===== src/design/bsd_pkg.sv =====
`default_nettype none

package bsd_pkg;

    // Default geometry
    localparam int WINDOW_DEF      = 50;
    localparam int MAX_SAMPLES_DEF = 1024;

    // Field widths
    localparam int SAMPLE_W = 16;
    localparam int DEV_W    = 22;

    // Deviation limits and threshold reset value (0.17 g * 16384 * 50)
    localparam logic [DEV_W-1:0] DEV_MAX      = 22'h3F_FFFF;
    localparam logic [DEV_W-1:0] THRESH_RESET = 22'd139264;

    // Item kinds
    localparam logic [1:0] OP_SAMPLE = 2'd0;
    localparam logic [1:0] OP_CLOSE  = 2'd1;
    localparam logic [1:0] OP_FIX    = 2'd2;

    typedef struct packed {
        logic [1:0]                 opcode;
        logic signed [SAMPLE_W-1:0] accel_z;
    } t_in_item;

    typedef struct packed {
        logic             record_valid;
        logic [DEV_W-1:0] recorded_peak;
        logic             bump_pending;
    } t_out_item;

    typedef enum logic [2:0] {
        ST_IDLE,
        ST_LOAD,
        ST_DIV,
        ST_MUL,
        ST_DEV,
        ST_UPD
    } t_state;

endpackage

`default_nettype wire


===== src/design/bsd_ram.sv =====
`default_nettype none

module bsd_ram #(
    parameter int WIDTH = 16,
    parameter int DEPTH = 50
) (
    input  wire logic                     i_clk,
    input  wire logic                     i_wr_en,
    input  wire logic [$clog2(DEPTH)-1:0] i_wr_addr,
    input  wire logic [WIDTH-1:0]         i_wr_data,
    input  wire logic [$clog2(DEPTH)-1:0] i_rd_addr,
    output logic      [WIDTH-1:0]         o_rd_data
);

    logic [WIDTH-1:0] r_mem [DEPTH];

    // One write port, one registered read port
    always_ff @(posedge i_clk) begin
        if (i_wr_en) begin
            r_mem[i_wr_addr] <= i_wr_data;
        end
        o_rd_data <= r_mem[i_rd_addr];
    end

endmodule

`default_nettype wire


===== src/design/bump_spike_detector.sv =====
// Bump spike detector for vertical acceleration.
// Input channel (i_in_valid / o_in_ready, i_in_data) carries one item per
// transfer: a sample, a sample that closes the averaging window, or a
// position fix. Output channel (o_out_valid / i_out_ready, o_out_data)
// returns exactly one result per input item, in order.
// Sample, fix and unused items finish in the accept cycle: the result is
// registered and visible in the next cycle. A window close runs a serial
// restoring divider (one quotient bit per cycle) followed by multiply,
// deviation and update steps; the update step waits while the result
// slot is full and not being drained. The block takes one item at a time;
// a new item enters only when the result slot is empty or being drained in
// the same cycle. If the receiver stalls, a finished result holds and the
// next item is held off until the slot frees. The threshold register is
// written through i_cfg_wr_en / i_cfg_wr_data; the user must write it only
// while the block is idle, which the block itself does not enforce.
// Synchronous active-low reset clears all sums, the ring pointer, peak and
// pending flag and restores the threshold; ring entries are only read once
// the ring has been filled.
`default_nettype none

module bump_spike_detector
    import bsd_pkg::*;
#(
    parameter int WINDOW      = WINDOW_DEF,
    parameter int MAX_SAMPLES = MAX_SAMPLES_DEF
) (
    input  wire logic             i_clk,
    input  wire logic             i_rst_n,
    input  wire logic             i_in_valid,
    output logic                  o_in_ready,
    input  wire t_in_item         i_in_data,
    output logic                  o_out_valid,
    input  wire logic             i_out_ready,
    output t_out_item             o_out_data,
    input  wire logic             i_cfg_wr_en,
    input  wire logic [DEV_W-1:0] i_cfg_wr_data
);

    // Derived widths
    localparam int CNT_W  = $clog2(MAX_SAMPLES + 1);
    localparam int SUM_W  = SAMPLE_W + CNT_W;
    localparam int PTR_W  = (WINDOW > 1) ? $clog2(WINDOW) : 1;
    localparam int RT_W   = SAMPLE_W + 1 + $clog2(WINDOW);
    localparam int D_W    = RT_W + 1;
    localparam int A_W    = (D_W > DEV_W) ? D_W : DEV_W;
    localparam int ITER_W = $clog2(SUM_W);

    localparam logic [CNT_W-1:0]      MAX_CNT  = CNT_W'(MAX_SAMPLES);
    localparam logic [PTR_W-1:0]      PTR_LAST = PTR_W'(WINDOW - 1);
    localparam logic [ITER_W-1:0]     ITER_TOP = ITER_W'(SUM_W - 1);
    localparam logic signed [D_W-1:0] WIN_S    = D_W'(WINDOW);

    // State
    t_state r_state, n_state;

    logic [DEV_W-1:0]        r_threshold;
    logic signed [SUM_W-1:0] r_window_sum;
    logic [CNT_W-1:0]        r_window_count;
    logic signed [RT_W-1:0]  r_ring_total;
    logic [PTR_W-1:0]        r_ring_ptr;
    logic                    r_ring_full;
    logic [DEV_W-1:0]        r_peak;
    logic                    r_pending;

    // Divider and datapath registers
    logic [SUM_W-1:0]           r_dvd;
    logic [CNT_W-1:0]           r_rem;
    logic                       r_neg;
    logic [ITER_W-1:0]          r_iter;
    logic signed [SAMPLE_W-1:0] r_avg;
    logic signed [D_W-1:0]      r_prod;
    logic [DEV_W-1:0]           r_dev;

    logic      r_out_valid;
    t_out_item r_out;

    // Sequencer strobes
    logic w_accept;
    logic w_out_free;
    logic w_upd_go;

    logic [SAMPLE_W-1:0] w_rd_data;

    // Output slot frees when empty or being drained
    assign w_out_free = !r_out_valid || i_out_ready;
    assign w_accept   = i_in_valid && o_in_ready;

    // Next state
    always_comb begin
        n_state = r_state;
        unique case (r_state)
            ST_IDLE: begin
                if (w_accept && i_in_data.opcode == OP_CLOSE) begin
                    n_state = ST_LOAD;
                end
            end
            ST_LOAD: n_state = ST_DIV;
            ST_DIV: begin
                if (r_iter == '0) begin
                    n_state = ST_MUL;
                end
            end
            ST_MUL: n_state = ST_DEV;
            ST_DEV: n_state = ST_UPD;
            ST_UPD: begin
                if (w_out_free) begin
                    n_state = ST_IDLE;
                end
            end
            default: n_state = ST_IDLE;
        endcase
    end

    // Sequencer outputs
    always_comb begin
        o_in_ready = 1'b0;
        w_upd_go   = 1'b0;
        unique case (r_state)
            ST_IDLE: o_in_ready = w_out_free;
            ST_UPD:  w_upd_go   = w_out_free;
            default: begin
                o_in_ready = 1'b0;
                w_upd_go   = 1'b0;
            end
        endcase
    end

    always_ff @(posedge i_clk) begin
        if (!i_rst_n) begin
            r_state <= ST_IDLE;
        end else begin
            r_state <= n_state;
        end
    end

    // Threshold register
    always_ff @(posedge i_clk) begin
        if (!i_rst_n) begin
            r_threshold <= THRESH_RESET;
        end else if (i_cfg_wr_en) begin
            r_threshold <= i_cfg_wr_data;
        end
    end

    // Divider step: shift in one dividend bit, subtract count if it fits
    logic [CNT_W:0] w_trial;
    logic [CNT_W:0] w_diff;
    logic           w_fits;

    assign w_trial = {r_rem, r_dvd[SUM_W-1]};
    assign w_diff  = w_trial - {1'b0, r_window_count};
    assign w_fits  = w_trial >= {1'b0, r_window_count};

    // Signed quotient, truncated toward zero
    logic [SAMPLE_W:0] w_qmag;
    logic [SAMPLE_W:0] w_qsgn;

    assign w_qmag = r_dvd[SAMPLE_W:0];
    assign w_qsgn = r_neg ? (~w_qmag + 1'b1) : w_qmag;

    // Deviation against ring total
    logic signed [D_W-1:0] w_d;
    logic [D_W-1:0]        w_dabs;
    logic [A_W-1:0]        w_dext;
    logic [DEV_W-1:0]      w_dsat;
    logic signed [RT_W-1:0] w_old;
    logic signed [RT_W-1:0] w_avg_ext;

    assign w_d       = r_prod - D_W'(r_ring_total);
    assign w_dabs    = w_d[D_W-1] ? (~w_d + 1'b1) : w_d;
    assign w_dext    = A_W'(w_dabs);
    assign w_dsat    = (w_dext > A_W'(DEV_MAX)) ? DEV_MAX : w_dext[DEV_W-1:0];
    assign w_old     = r_ring_full ? RT_W'($signed(w_rd_data)) : '0;
    assign w_avg_ext = RT_W'(r_avg);

    // Datapath
    always_ff @(posedge i_clk) begin
        unique case (r_state)
            ST_LOAD: begin
                r_neg  <= r_window_sum[SUM_W-1];
                r_dvd  <= r_window_sum[SUM_W-1] ? (~r_window_sum + 1'b1) : r_window_sum;
                r_rem  <= '0;
                r_iter <= ITER_TOP;
            end
            ST_DIV: begin
                r_dvd  <= {r_dvd[SUM_W-2:0], w_fits};
                r_rem  <= w_fits ? w_diff[CNT_W-1:0] : w_trial[CNT_W-1:0];
                r_iter <= r_iter - 1'b1;
            end
            ST_MUL: begin
                r_avg  <= w_qsgn[SAMPLE_W-1:0];
                r_prod <= D_W'($signed(w_qsgn[SAMPLE_W-1:0])) * WIN_S;
            end
            ST_DEV: begin
                r_dev <= w_dsat;
            end
            default: begin
                r_dev <= r_dev;
            end
        endcase
    end

    // Window, ring and bump state
    always_ff @(posedge i_clk) begin
        if (!i_rst_n) begin
            r_window_sum   <= '0;
            r_window_count <= '0;
            r_ring_total   <= '0;
            r_ring_ptr     <= '0;
            r_ring_full    <= 1'b0;
            r_peak         <= '0;
            r_pending      <= 1'b0;
        end else begin
            // Sample add, saturating at MAX_SAMPLES
            if (w_accept && (i_in_data.opcode == OP_SAMPLE || i_in_data.opcode == OP_CLOSE)
                && r_window_count < MAX_CNT) begin
                r_window_sum   <= r_window_sum + SUM_W'(i_in_data.accel_z);
                r_window_count <= r_window_count + 1'b1;
            end
            // Fix item clears a pending bump
            if (w_accept && i_in_data.opcode == OP_FIX && r_pending) begin
                r_pending <= 1'b0;
                r_peak    <= '0;
            end
            // Ring total: drop oldest once full, add newest
            if (r_state == ST_DEV) begin
                r_ring_total <= r_ring_total - w_old + w_avg_ext;
            end
            // Finish window close
            if (w_upd_go) begin
                if (r_ring_full && r_dev > r_threshold && r_dev > r_peak) begin
                    r_peak    <= r_dev;
                    r_pending <= 1'b1;
                end
                if (r_ring_ptr == PTR_LAST) begin
                    r_ring_ptr  <= '0;
                    r_ring_full <= 1'b1;
                end else begin
                    r_ring_ptr <= r_ring_ptr + 1'b1;
                end
                r_window_sum   <= '0;
                r_window_count <= '0;
            end
        end
    end

    // Ring of window averages
    bsd_ram #(
        .WIDTH (SAMPLE_W),
        .DEPTH (WINDOW)
    ) u_ring (
        .i_clk     (i_clk),
        .i_wr_en   (w_upd_go),
        .i_wr_addr (r_ring_ptr),
        .i_wr_data (r_avg),
        .i_rd_addr (r_ring_ptr),
        .o_rd_data (w_rd_data)
    );

    // Result register
    logic w_bump_new;
    assign w_bump_new = r_ring_full && r_dev > r_threshold && r_dev > r_peak;

    always_ff @(posedge i_clk) begin
        if (!i_rst_n) begin
            r_out_valid <= 1'b0;
        end else if ((w_accept && i_in_data.opcode != OP_CLOSE) || w_upd_go) begin
            r_out_valid <= 1'b1;
        end else if (i_out_ready) begin
            r_out_valid <= 1'b0;
        end
    end

    always_ff @(posedge i_clk) begin
        if (w_upd_go) begin
            r_out.record_valid  <= 1'b0;
            r_out.recorded_peak <= '0;
            r_out.bump_pending  <= r_pending || w_bump_new;
        end else if (w_accept) begin
            if (i_in_data.opcode == OP_FIX && r_pending) begin
                r_out.record_valid  <= 1'b1;
                r_out.recorded_peak <= r_peak;
                r_out.bump_pending  <= 1'b0;
            end else begin
                r_out.record_valid  <= 1'b0;
                r_out.recorded_peak <= '0;
                r_out.bump_pending  <= r_pending;
            end
        end
    end

    assign o_out_valid = r_out_valid;
    assign o_out_data  = r_out;

    // Checks
    a_div_count_nonzero: assert property (@(posedge i_clk) disable iff (!i_rst_n)
        (r_state == ST_DIV) |-> (r_window_count != '0))
        else $error("divide with zero sample count");

    a_pending_peak: assert property (@(posedge i_clk) disable iff (!i_rst_n)
        (r_pending |-> (r_peak != '0)) and (!r_pending |-> (r_peak == '0)))
        else $error("peak and pending flag disagree");

    a_record_clears: assert property (@(posedge i_clk) disable iff (!i_rst_n)
        (o_out_valid && o_out_data.record_valid) |->
            (o_out_data.recorded_peak != '0 && !o_out_data.bump_pending))
        else $error("recorded bump left pending or empty");

    a_count_bound: assert property (@(posedge i_clk) disable iff (!i_rst_n)
        (r_window_count <= MAX_CNT) && (r_ring_ptr <= PTR_LAST))
        else $error("sample count or ring pointer out of range");

    a_no_accept_busy: assert property (@(posedge i_clk) disable iff (!i_rst_n)
        (r_state != ST_IDLE) |-> !o_in_ready)
        else $error("input taken while window close in progress");

endmodule

`default_nettype wire

===== config.mk =====
export PLATFORM = sky130hd
export DESIGN_NAME = bump_spike_detector
export DESIGN_NICKNAME = d
export VERILOG_FILES = /design/src/design/bsd_pkg.sv /design/src/design/bsd_ram.sv /design/src/design/bump_spike_detector.sv
export SDC_FILE = /design/constraint.sdc
export NUM_CORES = 2
export LEC_CHECK = 0
export ABC_AREA = 0
export BUFFER_PORTS_ARGS = -buffer_cell sky130_fd_sc_hd__buf_2
export CORE_MARGIN = 1
export CORE_UTILIZATION = 50
export DETAILED_ROUTE_END_ITERATION = 16
export GPL_ROUTABILITY_DRIVEN = 0
export PLACE_DENSITY = 0.77
export SETUP_SLACK_MARGIN = 0.02
export SYNTH_ARGS = -nofsm -noshare
export SYNTH_HDL_FRONTEND = slang
export SYNTH_SLANG_ARGS = --single-unit

===== constraint.sdc =====
create_clock -name i_clk -period 9.2 [get_ports i_clk]
set_clock_uncertainty 0.2 [all_clocks]
set_input_delay 0.92 -clock i_clk [delete_from_list [all_inputs] [get_ports i_clk]]
set_output_delay 0.92 -clock i_clk [all_outputs]
set_load 0.03 [all_outputs]

==> flow_summary.yaml <==
synth:
  ys_seq_elements: 1058
  synth_top_area_cell: "edfxtp_1"
  yosys-top-cells-area: "edfxtp_1 57%, dfxtp_1 6.6%, ha_1 4.8%, a22oi_1 4.3%, nor2_1 2.0%"
  avgSynthCellArea_um2: 13.0
  synth_enable_flop_cells: 902
  synth_seq_area_share: 0.640
  syn_nets: 3888
  yosysMostFrequentCell: "edfxtp_1"
  synth_top_area_frac: 0.574
  ys_top_cells_by_count: "902 x edfxtp_1, 272 x a22oi_1, 253 x nor2_1"
  synth_cells: 3622
  synth.distinct_cells: 84
  synth_area_mm2: 0.0472
  synthArstFlopShare: 0
  synth_flop_cell: "edfxtp_1"
  ys_warn_count: 0
routing:
  routed_wl_um: 116000
  via_count: 30900
  ant_nets: 0
  drtIter0Drc: 3379
  drt_pre_antenna_iters: 6
  viasPerCell: 6.10
  drcViolationCount: 0
  routedWlPerCell_um: 22.9
power_and_ir_drop:
  ir_worst_vdd_mv: 0.275
  p_leak_uw: 0.0183
  p_per_area_mw_per_mm2: 266
clock_tree:
  cts_tree: "yes"
  clk_pin_slew_worst_paths_ps: 60
  cts-root-buf: "clkbuf_16"
  ctsResizeCount: 0
  clk_latency_ps: 690
  clockBufferDepth: 3
  cts_buffers: 101
  h-tree-depth: 3
  cts_sinks: 1058
  ctsHoldBuffers: 0
  post_cts.repair.setup_buffers: 0
setup_path:
  critPathSlowestCell: "or4_1"
  crit_arrival_ps: 5860
  end_kind: "flop"
  cpMostUsedCell: "or4_1"
  cp.buffers_inverters: 2
  cp_max_fo: 4
  critPathTopFamily: "simple AND/OR/NAND/NOR gates"
  startpoint_type: "flop"
  cp_slowest_stage_delay_ps: 590
  cp_cell_sequence: "or4_1, or4_1, or4_1, o21ai_0, xnor2_1, inv_1, fa_1, inv_1, ha_1, ha_1, and2_1, a22o_1, a311oi_1, nor3_1, o31ai_1, nand2b_1, xnor2_1"
  cp.required_ps: 9420
  crit_type: "reg -> reg"
global_routing:
  grt_max_degree: 98
  antenna_found_initial: 1
  grt_pass1_wl_um: 174000
  grt_remaining_overflow: 0
  grt_pass1_vias: 29300
  track_usage: 0.238
timing:
  finalHoldViolations: 0
  period_share: 0.613
  final_max_slew_viol_count: 0
  fmax_mhz: 177
  slew-limit-headroom: 0.208
  tns_ps: 0
  worst_slew_pin_slew_ps: 1180
  setup_viol_count_final: 0
  period_needed_ps: 5640
  rsz0062_at_grt: "no"
placed_design:
  hpwl_um: 68600
  port_buffers: 70
  dpl_cell_area_mm2: 0.0493
final_layout:
  nFillCells: 7227
  fin_nets: 3983
  drive_above_1_share: 0.0989
  final_area_mm2: 0.0526
  syn2layout_area_growth_pct: 11.5
flow_run:
  maxCapViolations: 0
floorplanning:
  start_util: 0.505
  dieArea_mm2: 0.0956
  fp.dieW_um: 309
  placementRows: 112
  io_pins: 71
  die_y_um: 309
  core-area_mm2: 0.0933
status:
  outcome: "finished clean"
worst_hold_path:
  hold_path_class: "reg -> reg"
==> sequential cells by signal, indices dropped and copies added (netlist names), 16 cells and up <==
name	cells
o_out_data	24
r_avg	16
r_dev	22
r_dvd	27
r_peak	22
r_prod	19
r_ring_total	23
r_threshold	22
r_window_sum	27
u_ring.o_rd_data	16
u_ring.r_mem	800
==> worst register-to-register path: stages, from the launching register on <==
cell and delay (ps):
edfxtp_1 450, or4_1 590, or4_1 470, or4_1 460, o21ai_0 220, xnor2_1 260
inv_1 120, fa_1 550, inv_1 40, ha_1 280, ha_1 350, and2_1 200
a22o_1 220, a311oi_1 340, nor3_1 130, o31ai_1 260, nand2b_1 100, xnor2_1 130
==> cell families after synthesis <==
logic type	Yosys count	share of synthesized area
buf+inv	417	0.0340
simple gates	757	0.0766
xor+xnor	140	0.0260
compound gates	958	0.143
mux	71	0.0152
fa+ha+maj	221	0.0648
flops	1058	0.640
==> path summary, 6_finish.rpt <==
path / from / to / slack (ps) / cells past startpoint
max: r_dvd[4] / r_prod[21] / 3560 / 17
min: o_out_data[23] / o_out_data[23] / 250 / 2
max reg2reg: r_dvd[4] / r_prod[21] / 3560 / 17
min reg2reg: o_out_data[23] / o_out_data[23] / 250 / 2
==> where the power goes <==
part           internal [µW]  total [µW]  switching, µW
clock network           2350        4150           1800
logic                   1710        4050           2350
registers               5630        5770            139
total                   9690       14000           4290
==> final cells by class <==
| class | instances | area, µm² | area share |
|---|---|---|---|
| tap | 1254 | 1570 | 0.0298 |
| inverter | 244 | 916 | 0.0174 |
| antenna | 1 | 2.50 | 0.0000476 |
| multi-input combinational | 2147 | 15500 | 0.294 |
| timing repair buffer | 165 | 1110 | 0.0212 |
| clock inverter | 66 | 667 | 0.0127 |
| sequential | 1058 | 30200 | 0.574 |
| clock buffer | 121 | 2660 | 0.0505 |
==> routing by layer <==
metal | vias up | track usage | part of all wire | wire length, µm
li1 | 14000 | - | - | -
met1 | 15000 | 0.321 | 0.40 | 46900
met2 | 1592 | 0.386 | 0.47 | 53900
met3 | 237 | 0.0416 | 0.094 | 10900
met4 | 2 | 0.0919 | 0.036 | 4150
met5 | - | 0 | 0.000086 | 10
==> cell usage in the layout (no fill, tap or decap), types with 58 or more instances in the layout <==
master     synthesis  final
a21oi_1          152    151
a221oi_1          62     62
a22o_1            62     62
a22oi_1          272    272
buf_2              2     70
buf_4              0     91
clkbuf_16          0    103
dfxtp_1          156    156
edfxtp_1         902    902
ha_1             182    182
inv_1            243    242
mux2i_1           69     69
nand2_1          197    197
nand4_1           62     62
nor2_1           253    249
o21ai_0          133    132
xnor2_1           82     82
xor2_1            58     58
==> stage by stage <==
stage          worst slack [ps]  hold slack (ps)  utilization  std cells  power [µW]
4_1_cts                    3550              225        0.564       5055       14000
3_3_place_gp               3730              227        0.528       4868        9720
6_report                   3560              245        0.564       5056       14000
3_5_place_dp               3610              232        0.528       4868        9860
2_1_floorplan              4030              206            -       3622        9050
5_1_grt                    3110              254        0.564       5055       14700
Power figures use the tool's default switching activity.
